===== src/hdl/ttce_pkg.sv =====
// Shared constants, codes and types of the text terminal character engine.
package ttce_pkg;

  // Screen geometry
  localparam int COLUMNS = 80;
  localparam int ROWS    = 25;
  localparam int CELLS   = COLUMNS * ROWS;

  // Field widths
  localparam int ADDR_W = 11;
  localparam int CHAR_W = 8;
  localparam int ACT_W  = 2;
  localparam int CNT_W  = ADDR_W + 1;
  localparam int COL_W  = $clog2(COLUMNS);

  // Tab stops fall on multiples of a power of two
  localparam int TAB_STOP = 8;
  localparam int TAB_W    = $clog2(TAB_STOP);

  // Character codes
  localparam logic [CHAR_W-1:0] CHAR_BS    = 8'h08;
  localparam logic [CHAR_W-1:0] CHAR_TAB   = 8'h09;
  localparam logic [CHAR_W-1:0] CHAR_LF    = 8'h0A;
  localparam logic [CHAR_W-1:0] CHAR_CR    = 8'h0D;
  localparam logic [CHAR_W-1:0] CHAR_SPACE = 8'h20;
  localparam logic [CHAR_W-1:0] CHAR_LAST  = 8'h7F;

  typedef enum logic [ACT_W-1:0] {
    ACT_PUT   = 2'd0,
    ACT_READ  = 2'd1,
    ACT_CLEAR = 2'd2
  } action_t;

  typedef enum logic [2:0] {
    ST_INIT,
    ST_IDLE,
    ST_READ_WAIT,
    ST_CLEAR,
    ST_SCROLL,
    ST_RESULT
  } state_t;

  // What a put does to the store, known in the cycle it is taken
  typedef struct packed {
    logic store;
    logic scroll;
  } cur_info_t;

endpackage


===== src/hdl/ttce_cursor.sv =====
// Cursor unit: linear cursor, column and row start, updated by one put per step.
module ttce_cursor import ttce_pkg::*; (
  input  logic              clk,
  input  logic              rst,
  input  logic              step,
  input  logic [CHAR_W-1:0] char_code,
  output logic [ADDR_W-1:0] cursor,
  output cur_info_t         info
);

  localparam logic [CNT_W-1:0] COLS_W  = CNT_W'(COLUMNS);
  localparam logic [CNT_W-1:0] CELLS_W = CNT_W'(CELLS);
  localparam logic [COL_W:0]   COLS_C  = (COL_W+1)'(COLUMNS);

  logic [COL_W-1:0]  col;
  logic [ADDR_W-1:0] row_start;

  logic [CNT_W-1:0] cur_w;
  logic [CNT_W-1:0] rs_w;
  logic [CNT_W-1:0] nc;
  logic [CNT_W-1:0] nrs;
  logic [COL_W-1:0] ncol;
  logic [COL_W:0]   col_sum;
  logic [TAB_W:0]   adv;
  logic             printable;

  // Work out the next cursor, column and row start; the column is tracked so that
  // no remainder by the row length is needed
  always_comb begin
    cur_w     = {1'b0, cursor};
    rs_w      = {1'b0, row_start};
    printable = char_code inside {[CHAR_SPACE:CHAR_LAST]};
    adv       = '0;
    col_sum   = '0;
    nc        = cur_w;
    nrs       = rs_w;
    ncol      = col;
    if (char_code == CHAR_BS) begin
      // Backspace stops at the first cell
      if (cursor != '0) begin
        nc = cur_w - 1'b1;
        if (col == '0) begin
          ncol = COL_W'(COLUMNS - 1);
          nrs  = rs_w - COLS_W;
        end else begin
          ncol = col - 1'b1;
        end
      end
    end else if (char_code == CHAR_TAB || printable) begin
      adv = printable ? (TAB_W+1)'(1)
                      : (TAB_W+1)'(TAB_STOP) - {1'b0, cursor[TAB_W-1:0]};
      nc      = cur_w + CNT_W'(adv);
      col_sum = {1'b0, col} + (COL_W+1)'(adv);
      if (col_sum >= COLS_C) begin
        ncol = COL_W'(col_sum - COLS_C);
        nrs  = rs_w + COLS_W;
      end else begin
        ncol = col_sum[COL_W-1:0];
      end
    end else if (char_code == CHAR_CR) begin
      nc   = rs_w;
      ncol = '0;
    end else if (char_code == CHAR_LF) begin
      nc   = rs_w + COLS_W;
      nrs  = rs_w + COLS_W;
      ncol = '0;
    end
    info.store  = printable;
    info.scroll = (nc >= CELLS_W);
    // Past the end: pull back one row to follow the scroll
    if (info.scroll) begin
      nc  = nc - COLS_W;
      nrs = nrs - COLS_W;
    end
  end

  // Hold cursor state; advance on a put
  always_ff @(posedge clk) begin
    if (rst) begin
      cursor    <= '0;
      col       <= '0;
      row_start <= '0;
    end else if (step) begin
      cursor    <= nc[ADDR_W-1:0];
      col       <= ncol;
      row_start <= nrs[ADDR_W-1:0];
    end
  end

endmodule

===== config.mk =====
export PLATFORM = sky130hd
export DESIGN_NAME = ttce_cursor
export DESIGN_NICKNAME = d
export VERILOG_FILES = /design/src/hdl/ttce_pkg.sv /design/src/hdl/ttce_cursor.sv
export SDC_FILE = /design/constraint.sdc
export NUM_CORES = 1
export LEC_CHECK = 0
export BUFFER_PORTS_ARGS = -buffer_cell sky130_fd_sc_hd__buf_2
export CORE_MARGIN = 3
export CORE_UTILIZATION = 57
export CTS_BUF_LIST = sky130_fd_sc_hd__clkbuf_8
export DETAILED_ROUTE_END_ITERATION = 16
export HOLD_SLACK_MARGIN = 0.1
export PLACE_DENSITY = 0.79
export RECOVER_POWER = 50
export SYNTH_ARGS = -nofsm -noshare
export SYNTH_HDL_FRONTEND = slang
export SYNTH_SLANG_ARGS = --single-unit

===== constraint.sdc =====
create_clock -name clk -period 5.3 [get_ports clk]
set_clock_uncertainty 0.2 [all_clocks]
set_input_delay 0.795 -clock clk [delete_from_list [all_inputs] [get_ports clk]]
set_output_delay 0.795 -clock clk [all_outputs]
set_load 0.02 [all_outputs]

==> run summary <==
The number of cells produced by synthesis came out at 447. The die outline width is 81.6 um. The final non-filler cell area came out at 3720 um^2. The CTS tree is yes. The number of vias after detailed routing is 3640.

The remaining number of nets flagged by the antenna check after routing is 0. The I/O pin count came out at 24. The startpoint identified for the worst register-to-register timing path is cursor[0]. In this run the power density over the cells is 159 nW/um^2. The via count of the first global-routing pass is 3315. The die footprint came out at 6660 um^2. The reported leakage power is 1.48 nW. Buffers inserted to repair hold after CTS numbered 0. The share of the cycle needed by the critical path after routing is 97.3%. For this configuration, the core starts out at a cell density of 61.4%.

IR analysis of the VDD net gives a maximum drop of 0.000104 V. Static timing analysis puts the maximum clock frequency at 194 MHz. The number of synthesis warnings is 0. The commonest cells after synthesis are nor2_1 (48), nand2_1 (44), o21ai_0 (31). In this run the number of H-tree levels came out at 1. The later pin in the worst-skew pair is clocked with a latency of 0.28 ns.

The first global-routing pass estimated 15500 um of wire. In this run the cell area of the synthesized design comes to 3260 um^2. The number of max-capacitance violations reported came out at 0. The count of endpoints failing setup in the final report came out at 0. The post-route core utilization is 70.2%. The path with the worst hold slack has its endpoint at col[6]. The most common cell in the synthesized netlist is nor2_1. When the netlist entered floorplanning its net count stood at 475. In this run, CTS created clock tree buffers numbering 3. The die is 81.6 um tall. The flow ran to the end, and the final reports show no timing, DRC or antenna violations. The count of final hold-check violations is 0. The ratio of routed vias to standard cells came out at 6.51. The endpoint class of the critical path is an output port. The count of fill cells added during filler insertion came out at 438. The weighted congestion at the end of routability-driven global placement is 0.932. The path type of the worst min-delay path is flop to flop. The number of cell rows is 26. Before antenna repair, the detailed router went through 5 iterations. Averaged over all synthesized cells, the footprint is 7.29 um^2. Of all nets on the critical path, the largest fanout is 5.

The minimum setup slack among reg-to-reg paths came out at 0.28 ns. The register clock-pin slew on the reported worst setup and hold paths came out at 0.10 ns. The final max-slew violation count came out at 0. The core area is 5300 um^2. STA classifies the critical path startpoint as an input port.

The worst endpoint required time came out at 4.30 ns. The clock net in this run drives a total of 25 sinks. The share of flip-flops with an asynchronous set or reset after synthesis came out at 0%. The reg-to-reg endpoint is row_start[10]. The arrival time reported for the critical path endpoint came out at 4.16 ns. The initial detailed-routing violation count came out at 343. The wire length per cell is 17.1 um.

The overall fraction of global-route tracks in use is 29.4%. Measured in cells, the most critical reg-to-reg path has a length of 26. The final-layout setup total negative slack came out at 0 ns. Entering global routing, the biggest net connects 25 pins.

The clock root buffer is clkbuf_8. The top cell type by area accounts for 15.4% of the synthesized area. In this run the cell area measured after placement is 3610 um^2. The antenna diode instance count is 0. The wire length after detailed routing is 9570 um.

The fraction of final layout cells with drive strength greater than 1 came out at 19.0%. The measured slew at the worst slew-check pin is 0.595 ns. The portion of the post-synthesis area used by sequential elements came out at 15.4%. The initial antenna violation count is 0.

Port buffering added 23 buffers. Global routing finished with a remaining overflow of 0. For this run, the leading register cell type out of synthesis is dfxtp_1. Counting distinct cell types in the post-synthesis netlist gives 76. The cell depth of the worst hold path came out at 2. The post-layout minimum cycle time came out at 5.16 ns.

The maximum clock insertion buffer count came out at 2. In the post-synthesis netlist, the biggest area contributors are dfxtp_1 (15%), ha_1 (6.1%), nor2_1 (5.5%), nand2_1 (5.1%), o21ai_0 (4.8%). The worst hold path begins at col[6]. Of all cell types, the one taking the most synthesized area is dfxtp_1. The final net count came out at 518. The HPWL after detailed placement is 7130 um. After synthesis the netlist holds a flip-flop and latch count of 25.

The critical path in this run is classified as input port to output port. The DRC violation count after routing is 0. The remaining max-slew budget at the tightest pin came out at 59.9%. The number of enable flip-flop cells after synthesis came out at 0.

Compared with the post-synthesis result, the final layout area differs by 14.2%.
[metal layers]
layer,part of all wire [%],track usage (%)
met5,0,0
met2,47,49.4
met4,2.4,10.3
met3,9.9,3.40
met1,40,38.9
[timing repair]
action | in CTS | in global routing
setup endpoints to repair | 1 | 6
pin swaps | 0 | 8
endpoints found under the hold margin | 0 | 0
gates resized for setup | 2 | 15
setup buffers | 0 | 2
[final cells by class]
| type | count | area, um^2 | share of cell area, % |
|---|---|---|---|
| Timing Repair Buffer | 67 | 418 | 11.2 |
| Multi-Input combinational cell | 371 | 2580 | 69.5 |
| Inverter | 22 | 85.1 | 2.29 |
| Tap cell | 70 | 87.6 | 2.35 |
| Clock buffer | 3 | 41.3 | 1.11 |
| Sequential cell | 25 | 500 | 13.5 |
| Clock inverter | 1 | 3.75 | 0.101 |
[flip-flops by register name, summed over array words and instances, names as in the netlist]
register   flops
cursor        11
col            7
row_start      7
[cells by family (layout without fill, tap and decap cells)]
kind of cell | Yosys count | in the layout | synth area share [%]
and+or+nand+nor | 176 | 176 | 29.1
muxes | 8 | 8 | 2.53
adders and majority gates | 17 | 17 | 6.76
buffers and inverters | 51 | 93 | 7.68
DFF | 25 | 25 | 15.4
xor gates and xnor gates | 25 | 25 | 6.72
AOI/OAI and AO/OA | 145 | 145 | 31.9
[critical path, stage by stage]
cell,delay [ns]
buf_2,0.11
o21bai_4,0.18
buf_4,0.14
and2_1,0.16
ha_1,0.37
o2111ai_1,0.23
o2111ai_2,0.20
o21ai_0,0.13
a22o_1,0.26
a211oi_2,0.21
ha_1,0.21
o211ai_1,0.11
o41ai_2,0.29
nand3b_1,0.11
o31a_1,0.38
inv_1,0.10
buf_2,0.16
[stage by stage]
stage | setup slack, ns | std cells | hold slack (ns) | total power, mW
2_1_floorplan | 0.0500 | 447 | 0.304 | 0.384
3_3_place_gp | 0.0387 | 553 | 0.333 | 0.450
3_5_place_dp | -0.143 | 553 | 0.346 | 0.455
4_1_cts | 0.00119 | 557 | 0.366 | 0.579
5_1_grt | -0.0616 | 559 | 0.412 | 0.623
6_report | 0.145 | 559 | 0.354 | 0.592
[how the worst max path moves through the flow]
stage               cells past startpoint  slack (ns)             to          from
floorplan                              26        0.05  row_start[10]  char_code[6]
global placement                       26        0.04  row_start[10]  char_code[7]
detailed placement                     26       -0.14  row_start[10]  char_code[6]
CTS                                    19       0.001        info[0]     cursor[0]
global route                           18       -0.06        info[0]     cursor[0]
finish                                 17        0.14        info[0]  char_code[7]
[cell usage in the layout, fill, tap and decap left out, types with 5 or more instances in the layout]
cell	instances
buf_2	13
a21oi_1	24
ha_1	13
nand2_1	43
and2_1	6
inv_1	21
dfxtp_1	25
a211oi_1	6
buf_4	40
nor2_1	46
clkbuf_1	14
a31oi_1	7
o211ai_1	6
nor3_1	12
nand3_1	7
mux2i_1	6
xnor2_1	17
and3_1	7
a21o_1	7
nor3b_1	6
xor2_1	6
o21ai_0	30
or3_1	7
a22oi_1	5
[where the power goes]
part	internal [mW]	switching, mW
combinational	0.103	0.149
sequential	0.197	0.0170
clock	0.0523	0.0736
Power figures use the tool's default switching activity.
